--- src/drs_pkg.sv ---
`timescale 1ns / 1ps
// ----------------------------------------------------------------------------
// Delta-rule state scan package
// Shared constants, queue entry layout, buffer word layout and fixed-point
// helpers.
// ----------------------------------------------------------------------------
package drs_pkg;

  localparam int HEAD_DIM  = 64;
  localparam int SLOTS     = 8;
  localparam int FRAC_BITS = 24;

  localparam int IDX_W  = 6;
  localparam int SLOT_W = 3;
  localparam int WORD_W = 32;
  localparam int ADDR_W = SLOT_W + 2 * IDX_W;
  localparam int PROD_W = 2 * WORD_W - FRAC_BITS;
  localparam int ACC_W  = PROD_W + IDX_W + 2;
  localparam int FIFO_DEPTH = 4;
  localparam int FIFO_PTR_W = 2;

  localparam logic [1:0] CMD_TOKEN = 2'd0;
  localparam logic [1:0] CMD_WRITE = 2'd1;
  localparam logic [1:0] CMD_READ  = 2'd2;

  localparam logic [IDX_W-1:0] LAST_IDX = IDX_W'(HEAD_DIM - 1);

  typedef enum logic [1:0] {
    OP_LOAD,
    OP_UPDATE,
    OP_WRITE,
    OP_READ
  } op_e;

  typedef struct packed {
    logic signed [WORD_W-1:0] r;
    logic signed [WORD_W-1:0] v;
    logic signed [WORD_W-1:0] w;
    logic signed [WORD_W-1:0] kk;
    logic signed [WORD_W-1:0] kt;
    logic signed [WORD_W-1:0] a;
  } buf_word_t;

  typedef struct packed {
    op_e                      op;
    logic [SLOT_W-1:0]        slot;
    logic [IDX_W-1:0]         idx;
    logic [IDX_W-1:0]         col;
    buf_word_t                vec;
    logic signed [WORD_W-1:0] state_word;
  } entry_t;

  typedef struct packed {
    logic clearing;
  } back_status_t;

  function automatic logic [WORD_W-1:0] sat32(input logic signed [ACC_W-1:0] x);
    logic [ACC_W-WORD_W:0] top;
    top = x[ACC_W-1:WORD_W-1];
    if ((&top) || !(|top)) begin
      return x[WORD_W-1:0];
    end else if (x[ACC_W-1]) begin
      return {1'b1, {(WORD_W-1){1'b0}}};
    end else begin
      return {1'b0, {(WORD_W-1){1'b1}}};
    end
  endfunction

  function automatic logic signed [ACC_W-1:0] widen(input logic signed [PROD_W-1:0] p);
    return {{(ACC_W-PROD_W){p[PROD_W-1]}}, p};
  endfunction

endpackage

--- src/drs_fifo.sv ---
`timescale 1ns / 1ps
// ----------------------------------------------------------------------------
// Delta-rule state scan work queue
// Short queue that decouples the front end from the sequencer.
// ----------------------------------------------------------------------------
module drs_fifo (
  input  logic            clk_i,
  input  logic            rst_ni,
  input  logic            push_i,
  input  drs_pkg::entry_t entry_i,
  output logic            full_o,
  input  logic            pop_i,
  output logic            empty_o,
  output drs_pkg::entry_t head_o
);
  import drs_pkg::*;

  entry_t                mem_q [FIFO_DEPTH];
  logic [FIFO_PTR_W-1:0] wr_q, rd_q;
  logic [FIFO_PTR_W:0]   cnt_q;

  assign full_o  = (cnt_q == (FIFO_PTR_W + 1)'(FIFO_DEPTH));
  assign empty_o = (cnt_q == '0);
  assign head_o  = mem_q[rd_q];

  always_ff @(posedge clk_i) begin
    if (push_i && !full_o) begin
      mem_q[wr_q] <= entry_i;
    end
  end

  always_ff @(posedge clk_i or negedge rst_ni) begin
    if (!rst_ni) begin
      wr_q  <= '0;
      rd_q  <= '0;
      cnt_q <= '0;
    end else begin
      if (push_i && !full_o) begin
        wr_q <= wr_q + 1'b1;
      end
      if (pop_i && !empty_o) begin
        rd_q <= rd_q + 1'b1;
      end
      case ({push_i && !full_o, pop_i && !empty_o})
        2'b10:   cnt_q <= cnt_q + 1'b1;
        2'b01:   cnt_q <= cnt_q - 1'b1;
        default: cnt_q <= cnt_q;
      endcase
    end
  end

endmodule

--- config.mk ---
export PLATFORM = sky130hd
export DESIGN_NAME = drs_fifo
export DESIGN_NICKNAME = d
export VERILOG_FILES = /design/src/drs_pkg.sv /design/src/drs_fifo.sv
export SDC_FILE = /design/constraint.sdc
export NUM_CORES = 1
export LEC_CHECK = 0
export ABC_AREA = 1
export BUFFER_PORTS_ARGS = -buffer_cell sky130_fd_sc_hd__buf_2
export CORE_MARGIN = 4
export CORE_UTILIZATION = 25
export CTS_CLUSTER_SIZE = 25
export DETAILED_ROUTE_END_ITERATION = 6
export SETUP_SLACK_MARGIN = 0.2
export SLEW_MARGIN = 20
export SYNTH_ARGS = -nofsm -noshare
export SYNTH_HDL_FRONTEND = slang
export SYNTH_SLANG_ARGS = --single-unit
--- constraint.sdc ---
create_clock -name clk_i -period 30.7 [get_ports clk_i]
set_clock_uncertainty 0.05 [all_clocks]
set_input_delay 3.07 -clock clk_i [delete_from_list [all_inputs] [get_ports clk_i]]
set_output_delay 3.07 -clock clk_i [all_outputs]
set_load 0.03 [all_outputs]
==> impl_metrics.tcl, run 1 <==
set metrics [dict create \
    synth_compound_gate_area_share_pct 9.36 \
    detailedPlace.worstSlack_ns 22.51 \
    post_cts_resize_count 0 \
    numPortBuffers 487 \
    pwr_density_nw_per_um2 104 \
    grt_setup_unrepaired "no" \
    worst_setup_path_end_kind "primary output" \
    hold_depth 1 \
    cts_buffer_depth 3 \
    synthCells 2873 \
    synthDominantCellAreaShare_pct 74.7 \
    critical_path.reg2reg.endpoint "mem_q[1][185]" \
    syn-cell-area_sq_um 38700 \
    run_status "finished, final reports clean" \
    main_combinational_cell_family_by_area_after_synthesis "compound AO/OA/AOI/OAI gates" \
    initial_utilization_pct 25.1 \
    wire_length_of_the_first_global_routing_pass_mm 131 \
    globalRoute.totalOverflow 0 \
    cellInternalPower_uw 2840 \
    critical_path.startpoint_type "flip-flop" \
    synth-seq-area-share_pct 75.2 \
    synth_warn 0 \
    slew-limit-headroom_pct 29.0 \
    post-route-drc-count 0 \
    final.fill_count 15400 \
    r2r.worst_path.cells 7 \
    power.switching_uw 1950 \
    drive_above_1_share_pct 19.4 \
    fmax_mhz 114 \
    htree_levels 3 \
    die_width_um 402 \
    design_area_sq_um 46100 \
    final.hold.worst_slack_ns 0.422 \
    min_delay_worst_endpoint "cnt_q[0]" \
    netlist_top_cells_area "edfxtp_1 (75%), o211ai_1 (9.3%), nand2_1 (7.2%)" \
    cts-buffers-inserted 104 \
    floorplan.die_area_sq_um 161000 \
    root_buffer "clkbuf_16" \
    pwr-share-comb_pct 38.5 \
    place_hpwl_mm 52.9 \
    total_leakage_power_uw 0.0179 \
    wire_per_inst_um 15.8 \
    synthXorXnorAreaFrac_pct 0.0226 \
    post-cts-setup-buffer-count 0 \
    drt-initial-drc-count 1302 \
    place_area_sq_um 42900 \
    crit_fanout 151 \
    holdBufCountCts 0 \
    synthMostInstantiatedCell "edfxtp_1" \
    placer_congestion_estimate 0.724 \
    power.sequential.fraction_pct 37.5 \
    timing_max_transition_violations_final 0 \
    worst_hold_startpoint "cnt_q[0]" \
    r2r_setup_slack_ns 26.85 \
    cp_data_required_time_ns 27.58 \
    detailedRoute.firstPassIterationCount 5 \
    synth_cell_type_count 17 \
    portion_of_total_power_attributed_to_the_clock_network_pct 24.0 \
    dr_total_vias 22600 \
    synth-seq-cells 971 \
    synth_area_in_simple_gates_pct 7.32 \
    worst_setup_hold_path_clk_slew_ns 0.05 \
    worst_pin_slew_ns 1.07 \
    largest_voltage_drop_on_the_vdd_net_mv 0.0767 \
    antenna_found_initial 24 \
    largest_net_degree_at_the_start_of_global_routing 152 \
    drt_wl_total_mm 86.8 \
    ant_nets 0 \
    yosys.area_share.adder_pct 0.213 \
    synth_edf_count 964 \
    synthArstFlopShare_pct 0.721 \
    yosysTopAreaCell "edfxtp_1" \
    finalHoldViolations 0 \
    nNetsFinal 3591 \
    clk_latency_ns 0.69 \
    timing.final.crit_period_ns 8.74 \
    synth_area_per_cell_sq_um 13.5 \
    worstReg2RegStart "cnt_q[1]" \
    hold_class "flip-flop to flip-flop" \
    fp-row-count 144 \
    worst-endpoint-arrival_ns 5.62 \
    io_pins 488 \
    final.setup.worst_slack_ns 21.96 \
    cts_tree "built" \
    timing.max_cap.violations 0 \
    synth.area.mux_share_pct 0 \
    worstSetupStartpoint "rd_q[0]" \
    final_setup_violating_endpoints 0 \
    grt_use_total_pct 10.4 \
    switching_power_share_of_the_total_pct 40.6 \
    total_negative_setup_slack_ns 0 \
    finalCritPeriodShare_pct 28.5 \
    netlist_top_cells_count "edfxtp_1 (964), nand2_1 (740), inv_1 (498)" \
    synth_top_flop_cell "edfxtp_1" \
    area_growth_pct 18.9 \
    ratio_of_routed_vias_to_standard_cells 4.12 \
    cts.sink_count 971 \
    synth_fp_nets 3124 \
    dieHeight_um 402 \
    floorplan.core_area_sq_um 154000 \
    first_global_vias 21600 \
    ws_path_type "flip-flop to primary output" \
]
-- worst max path at each step --
stage | end | slack, ns | cells after the start
after floorplan | mem_q[0][0] | 16.60 | 2
after global placement | head_o[194] | 22.61 | 8
after detailed placement | head_o[194] | 22.51 | 8
after CTS | head_o[194] | 21.69 | 8
after global routing | head_o[194] | 21.45 | 9
final | head_o[194] | 21.96 | 9
-- kinds of logic (layout without fill, tap and decap cells) --
| logic type | Yosys count | after routing |
|---|---|---|
| flops | 971 | 971 |
| simple gates | 752 | 752 |
| buf+inv | 660 | 1206 |
| compound gates | 483 | 483 |
| fa+ha+maj | 6 | 6 |
| xor+xnor | 1 | 1 |
| other cells | 0 | 11 |
-- worst max-delay path: stages (launching register included) --
cell and delay [ns]:
dfrtp_1 0.45, inv_8 0.50, buf_4 0.80, buf_4 0.67
buf_4 0.84, buf_4 0.47, buf_16 0.33, o211ai_1 0.12
nand2_1 0.14, buf_2 0.29
-- metrics by stage --
stage               instances  power (uW)  utilization, %
finish                   5474        4790            29.9
global route             5465        5080            29.9
CTS                      5462        4870            29.9
detailed placement       5277        3700            27.8
global placement         5277        3680            27.8
floorplan                2873        3270               -
-- per-layer routing --
metal | global-route usage [%] | up-vias | routed length (um)
met3 | 4.14 | 136 | 7740
met4 | 2.69 | 30 | 1690
met2 | 17.0 | 554 | 40900
met1 | 12.9 | 10800 | 36300
met5 | 0 | - | 207
li1 | - | 11000 | -
-- cells in the final DEF (no fill, tap or decap), types with 2 or more instances in the layout --
cell and instances:
edfxtp_1 964, nand2_1 740, inv_1 498, buf_2 487
o211ai_1 482, clkbuf_16 106, buf_4 29, clkinv_1 28
clkbuf_1 22, clkinv_2 16, diode_2 11, nand3_1 7
dfrtp_1 6, ha_1 5, inv_6 5, nor2_4 4
bufinv_16 3, buf_12 3, inv_8 2, clkinvlp_4 2
-- sequential cells by signal (all words and copies together) (netlist names) --
name / cells
mem_q: 964
cnt_q: 3
rd_q: 2
wr_q: 2
-- layout make-up --
| type | count | area, sq um | share of cell area (%) |
|---|---|---|---|
| inverter | 500 | 1890 | 4.11 |
| clock inverter | 57 | 393 | 0.853 |
| antenna | 11 | 27.5 | 0.0598 |
| tap | 2044 | 2560 | 5.55 |
| sequential | 971 | 29100 | 63.2 |
| clock buffer | 128 | 2740 | 5.94 |
| multi-input combinational | 1242 | 6580 | 14.3 |
| timing repair buffer | 521 | 2750 | 5.98 |
-- power groups by stage --
stage,clock network [uW],logic (uW),registers [uW]
detailed placement,0,1880,1830
global placement,0,1860,1820
global route,1240,2020,1820
CTS,1190,1880,1800
finish,1150,1840,1800
floorplan,0,1350,1920
(Power assumes the default switching activity.)
==> run 2: changes to the inputs <==
--- a/config.mk
+++ b/config.mk
@@ -5,7 +5,7 @@
 export SDC_FILE = /design/constraint.sdc
 export NUM_CORES = 1
 export LEC_CHECK = 0
-export ABC_AREA = 1
+export ABC_AREA = 0
 export BUFFER_PORTS_ARGS = -buffer_cell sky130_fd_sc_hd__buf_2
 export CORE_MARGIN = 4
 export CORE_UTILIZATION = 25
==> constraint.sdc (replaced) <==
create_clock -name clk_i -period 8.79 [get_ports clk_i]
set_clock_uncertainty 0.05 [all_clocks]
set_input_delay 0.879 -clock clk_i [delete_from_list [all_inputs] [get_ports clk_i]]
set_output_delay 0.879 -clock clk_i [all_outputs]
set_load 0.03 [all_outputs]
==> impl_metrics.tcl, run 2 <==
set metrics [dict create \
    fmax_mhz 227 \
    worst_setup_path_end_kind "primary output" \
    worst_setup_hold_path_clk_slew_ns 0.06 \
    finalCritPeriodShare_pct 50.1 \
    run_status "finished, final reports clean" \
    synth-seq-area-share_pct 82.8 \
    reg.largest.list "mem_q (964), cnt_q (3)" \
    wire_length_of_the_first_global_routing_pass_mm 113 \
    die_width_um 383 \
    timing.critical_path.to "head_o[20]" \
    cellInternalPower_uw 10200 \
    floorplan.die_area_sq_um 147000 \
    design_area_sq_um 43000 \
    place_area_sq_um 39800 \
    grt_setup_unrepaired "no" \
    ratio_of_routed_vias_to_standard_cells 4.12 \
    synth_area_per_cell_sq_um 27.1 \
    switching_power_share_of_the_total_pct 34.9 \
    synthMostInstantiatedCell "edfxtp_1" \
    critical_path.startpoint_type "flip-flop" \
    synth_fp_nets 1547 \
    timing.max_cap.violations 0 \
    path_cells "buf_4 -> mux4_2 -> buf_2" \
    drt-initial-drc-count 1005 \
    r2r_setup_slack_ns 5.53 \
    finish.cell_count_without_fillers 3818 \
    synthArstFlopShare_pct 0.721 \
    ws_path_type "flip-flop to primary output" \
    dp_cells 3623 \
    dr_total_vias 15700 \
    worstSetupStartpoint "rd_q[1]" \
    final_setup_violating_endpoints 0 \
    reg_with_most_ffs "mem_q" \
    grt_use_total_pct 10.4 \
    cp_num_buf_inv 2 \
    worst_pin_slew_ns 1.16 \
    critPathMaxStageDelay_ns 1.03 \
    crit_cells 3 \
    fp-row-count 137 \
    final_core_utilization_pct 30.8 \
    r2r.worst_path.cells 6 \
    critical-path-top-delay-family "buffers and inverters" \
    largest_net_degree_at_the_start_of_global_routing 136 \
    floorplan.core_area_sq_um 140000 \
    pwr_density_nw_per_um2 365 \
    detailedRoute.firstPassIterationCount 5 \
    cts.sink_count 971 \
    dieHeight_um 383 \
    power.sequential.fraction_pct 40.9 \
    netlist_top_cells_area "edfxtp_1 (82%), mux4_2 (15%), buf_6 (0.61%)" \
    drive_above_1_share_pct 46.4 \
    first_global_vias 16900 \
    placer_congestion_estimate 0.732 \
    netlist_top_cells_count "edfxtp_1 (964), mux4_2 (241), buf_2 (27)" \
    crit_fanout 64 \
    cts-buffers-inserted 100 \
    total_leakage_power_uw 0.0142 \
    worst-endpoint-arrival_ns 3.48 \
    drt_wl_total_mm 77.5 \
    synth_cell_type_count 21 \
    synth_edf_count 964 \
    globalRoute.totalOverflow 0 \
    synth-seq-cells 971 \
    critical_path.reg2reg.endpoint "mem_q[1][156]" \
    slew-limit-headroom_pct 22.5 \
    wire_per_inst_um 20.3 \
    root_buffer "clkbuf_16" \
    synth_top_flop_cell "edfxtp_1" \
    synth_warn 0 \
    post-cts-setup-buffer-count 0 \
    htree_levels 3 \
    syn-cell-area_sq_um 35200 \
    worstReg2RegStart "cnt_q[2]" \
    clk_latency_ns 0.71 \
    antenna_found_initial 28 \
    hold_class "input port to flip-flop" \
    synthCells 1296 \
    slowest_cell_on_the_critical_path "dfrtp_4" \
    area_growth_pct 22.3 \
    finalHoldViolations 0 \
    cts_tree "built" \
    post-route-drc-count 0 \
    max_ffs_per_register 964 \
    commonest_non_fill_non_tap_cells_in_the_layout "edfxtp_1 (964), buf_2 (487), mux4_2 (241)" \
    largest_voltage_drop_on_the_vdd_net_mv 0.221 \
    post_cts_resize_count 0 \
    yosysTopAreaCell "edfxtp_1" \
    holdBufCountCts 1 \
    nNetsFinal 2102 \
    portion_of_total_power_attributed_to_the_clock_network_pct 25.7 \
    timing_max_transition_violations_final 0 \
    layout.cells.most_common "edfxtp_1" \
    cts_buffer_depth 3 \
    synthDominantCellAreaShare_pct 82.3 \
    cp_data_required_time_ns 7.86 \
    pwr-share-comb_pct 33.3 \
    numPortBuffers 487 \
    io_pins 488 \
    initial_utilization_pct 25.2 \
    power.switching_uw 5480 \
    place_hpwl_mm 48.2 \
    ant_nets 0 \
    total_negative_setup_slack_ns 0 \
    timing.final.crit_period_ns 4.40 \
]
[run 2: metal layers]
layer  track usage (%)  wire length [um]  vias up
met1              12.5             29900     8223
met3              3.79              6970      137
met2              17.4             38700      534
met5                 0               125        -
met4              3.37              1770       20
li1                  -                 -     6803
[run 2: layout make-up]
class	count	area [sq um]
Clock buffer	122	2580
Fill cell	13400	96700
Antenna cell	12	30.0
Clock inverter	59	558
Inverter	6	22.5
Tap cell	1876	2350
Sequential cell	971	29100
Timing Repair Buffer	507	2700
Multi-Input combinational cell	265	5650
[run 2: through the flow]
| step | setup slack (ns) | power (uW) | hold slack [ns] |
|---|---|---|---|
| 6_report | 4.39 | 15700 | 0.329 |
| 5_1_grt | 4.05 | 16500 | 0.259 |
| 4_1_cts | 4.21 | 16000 | 0.217 |
| 3_5_place_dp | 5.05 | 11900 | 0.454 |
| 3_3_place_gp | 5.05 | 11800 | 0.449 |
| 2_1_floorplan | 1.39 | 10500 | 0.427 |
[run 2: logic make-up (layout without fill, tap and decap cells)]
| kind of cell | after synthesis | count (layout) | share of synthesized area (%) |
|---|---|---|---|
| flip-flops | 971 | 971 | 82.8 |
| multiplexers | 243 | 243 | 15.5 |
| buffers and inverters | 60 | 694 | 1.15 |
| AND/OR/NAND/NOR | 9 | 9 | 0.146 |
| adder cells (fa/ha/maj) | 6 | 6 | 0.235 |
| XOR/XNOR | 6 | 6 | 0.149 |
| AO/OA/AOI/OAI | 1 | 1 | 0.0249 |
| other | 0 | 12 | 0 |
[run 2: power by group through the flow]
stage	Sequential (uW)	Clock [uW]	Combinational, uW
after global placement	6480	0	5340
after floorplan	6570	0	3890
after detailed placement	6550	0	5380
final	6430	4040	5240
after global routing	6510	4390	5570
after CTS	6450	4200	5400
[run 2: worst min path at each step]
stage / to / cells past startpoint / slack (ns) / startpoint
CTS: mem_q[3][180] / 1 / 0.22 / entry_i[180]
detailed placement: cnt_q[2] / 1 / 0.45 / cnt_q[2]
floorplan: cnt_q[2] / 1 / 0.43 / cnt_q[2]
global placement: cnt_q[2] / 1 / 0.45 / cnt_q[2]
global route: mem_q[2][40] / 1 / 0.26 / entry_i[40]
finish: mem_q[3][180] / 1 / 0.33 / entry_i[180]
==> run 3: changes to the inputs <==
==> constraint.sdc (replaced) <==
create_clock -name clk_i -period 3.8 [get_ports clk_i]
set_clock_uncertainty 0.05 [all_clocks]
set_input_delay 0.38 -clock clk_i [delete_from_list [all_inputs] [get_ports clk_i]]
set_output_delay 0.38 -clock clk_i [all_outputs]
set_load 0.03 [all_outputs]
==> impl_metrics.tcl, run 3 (synthesized netlist as in run 2, its figures left out) <==
set metrics [dict create \
    run_status "finished, final reports clean" \
    power.switching_uw 13100 \
    grt_use_total_pct 10.9 \
    timing.final.crit_period_ns 3.23 \
    drt-initial-drc-count 979 \
    total_leakage_power_uw 0.0156 \
    floorplan.die_area_sq_um 147000 \
    wire_length_of_the_first_global_routing_pass_mm 121 \
    antenna_found_initial 14 \
    portion_of_total_power_attributed_to_the_clock_network_pct 25.6 \
    ws_path_type "flip-flop to primary output" \
    htree_levels 3 \
    largest_voltage_drop_on_the_vdd_net_mv 0.531 \
    dp_cells 3687 \
    timing.max_cap.violations 0 \
    post-route-drc-count 0 \
    cp_data_required_time_ns 3.37 \
    die_width_um 383 \
    total_negative_setup_slack_ns 0 \
    ratio_of_routed_vias_to_standard_cells 4.12 \
    finish.cell_count_without_fillers 4128 \
    floorplan.core_area_sq_um 140000 \
    worst_setup_hold_path_clk_slew_ns 0.06 \
    reg.largest.list "mem_q (964), cnt_q (3)" \
    nNetsFinal 2409 \
    finalCritPeriodShare_pct 85.1 \
    worst_hold_startpoint "pop_i" \
    cts.sink_count 971 \
    largest_net_degree_at_the_start_of_global_routing 88 \
    placer_congestion_estimate 0.765 \
    grt_setup_unrepaired "no" \
    drt_wl_total_mm 81.4 \
    reg_with_most_ffs "mem_q" \
    slew-limit-headroom_pct 35.5 \
    worstReg2RegStart "cnt_q[2]" \
    layout.cells.most_common "edfxtp_1" \
    fmax_mhz 309 \
    cts_tree "built" \
    timing_max_transition_violations_final 0 \
    worst_setup_path_end_kind "primary output" \
    detailedPlace.worstSlack_ns 1.22 \
    root_buffer "clkbuf_16" \
    worstSetupStartpoint "rd_q[1]" \
    final.setup.worst_slack_ns 0.568 \
    hold_class "input port to flip-flop" \
    io_pins 488 \
    max_ffs_per_register 964 \
    power.sequential.fraction_pct 39.3 \
    wire_per_inst_um 19.7 \
    finalHoldViolations 0 \
    switching_power_share_of_the_total_pct 34.9 \
    worst_pin_slew_ns 0.968 \
    dieHeight_um 383 \
    dr_total_vias 17000 \
    cellInternalPower_uw 24400 \
    cts_buffer_depth 3 \
    first_global_vias 18800 \
    worst-endpoint-arrival_ns 2.80 \
    numPortBuffers 487 \
    post_cts_resize_count 0 \
    commonest_non_fill_non_tap_cells_in_the_layout "edfxtp_1 (964), buf_2 (487), dlygate4sd3_1 (243)" \
    initial_utilization_pct 25.2 \
    cts-buffers-inserted 102 \
    globalRoute.totalOverflow 0 \
    crit_fanout 44 \
    fp-row-count 137 \
    pwr-share-comb_pct 35.1 \
    final_core_utilization_pct 33.1 \
    place_hpwl_mm 53.7 \
    final.hold.worst_slack_ns 0.0948 \
    detailedRoute.firstPassIterationCount 7 \
    critical_path.startpoint_type "flip-flop" \
    ant_nets 0 \
    clk_latency_ns 0.69 \
    area_growth_pct 31.6 \
    drive_above_1_share_pct 43.4 \
    final_setup_violating_endpoints 0 \
    pwr_density_nw_per_um2 810 \
]
==> run 3: cell count changes in the layout (fill, tap and decap cells not counted), moves of 5 or more <==
cell / previous run / this run
clkbuf_1: 22 / 8
dlygate4sd3_1: 1 / 243
clkinv_2: 21 / 26
clkinv_1: 18 / 24
buf_4: 11 / 53
buf_12: 7 / 29
==> run 3: cell type report <==
class | count | area [sq um]
diodes | 11 | 27.5
well taps | 1876 | 2350
clock inverters | 75 | 631
multi-input cells | 265 | 5650
inverters | 6 | 22.5
flip-flops and latches | 971 | 29100
clock buffers | 112 | 2630
fillers | 13100 | 93400
repair buffers | 812 | 5850
==> run 3: power by group through the flow <==
stage | logic [uW] | clock network [uW] | registers, uW
2_1_floorplan | 9000 | 0 | 14900
3_3_place_gp | 13100 | 0 | 14800
3_5_place_dp | 13200 | 0 | 15000
4_1_cts | 13500 | 9930 | 14800
5_1_grt | 14000 | 10400 | 14900
6_report | 13200 | 9620 | 14700
==> run 3: metrics by stage <==
stage | power [uW] | cell area [sq um]
6_report | 37500 | 46300
5_1_grt | 39300 | 46300
4_1_cts | 38200 | 46300
3_5_place_dp | 28200 | 40600
3_3_place_gp | 27900 | 40600
2_1_floorplan | 23900 | 35200
==> run 3: per-layer routing <==
| layer | vias up | track usage, % | part of all wire [%] |
|---|---|---|---|
| met5 | - | 0 | 0.033 |
| met3 | 113 | 3.57 | 8.0 |
| met1 | 8935 | 13.3 | 40 |
| met2 | 547 | 18.3 | 50 |
| li1 | 7412 | - | - |
| met4 | 4 | 3.77 | 2.4 |
==> run 3: what timing repair did <==
item | 4_1_cts | 5_1_grt
buffers inserted | 0 | 0
hold buffers | 243 | 0
endpoints found under the hold margin | 971 | 0
==> run 3: worst paths after layout <==
check                                     end  slack, ns  cells after the start
worst max register to register  mem_q[1][162]       1.23                      5
max in group asynchronous             rd_q[0]       2.66                      3
worst max-delay path              head_o[135]       0.57                      3
worst min-delay path                  rd_q[1]       0.09                      4
worst min register to register       cnt_q[2]       0.49                      1
min in group asynchronous             wr_q[1]       0.68                      3
==> run 3: critical path: stages (launching register included) <==
cell	delay, ns
dfrtp_4	1.04
buf_12	0.35
mux4_2	0.40
buf_2	0.21
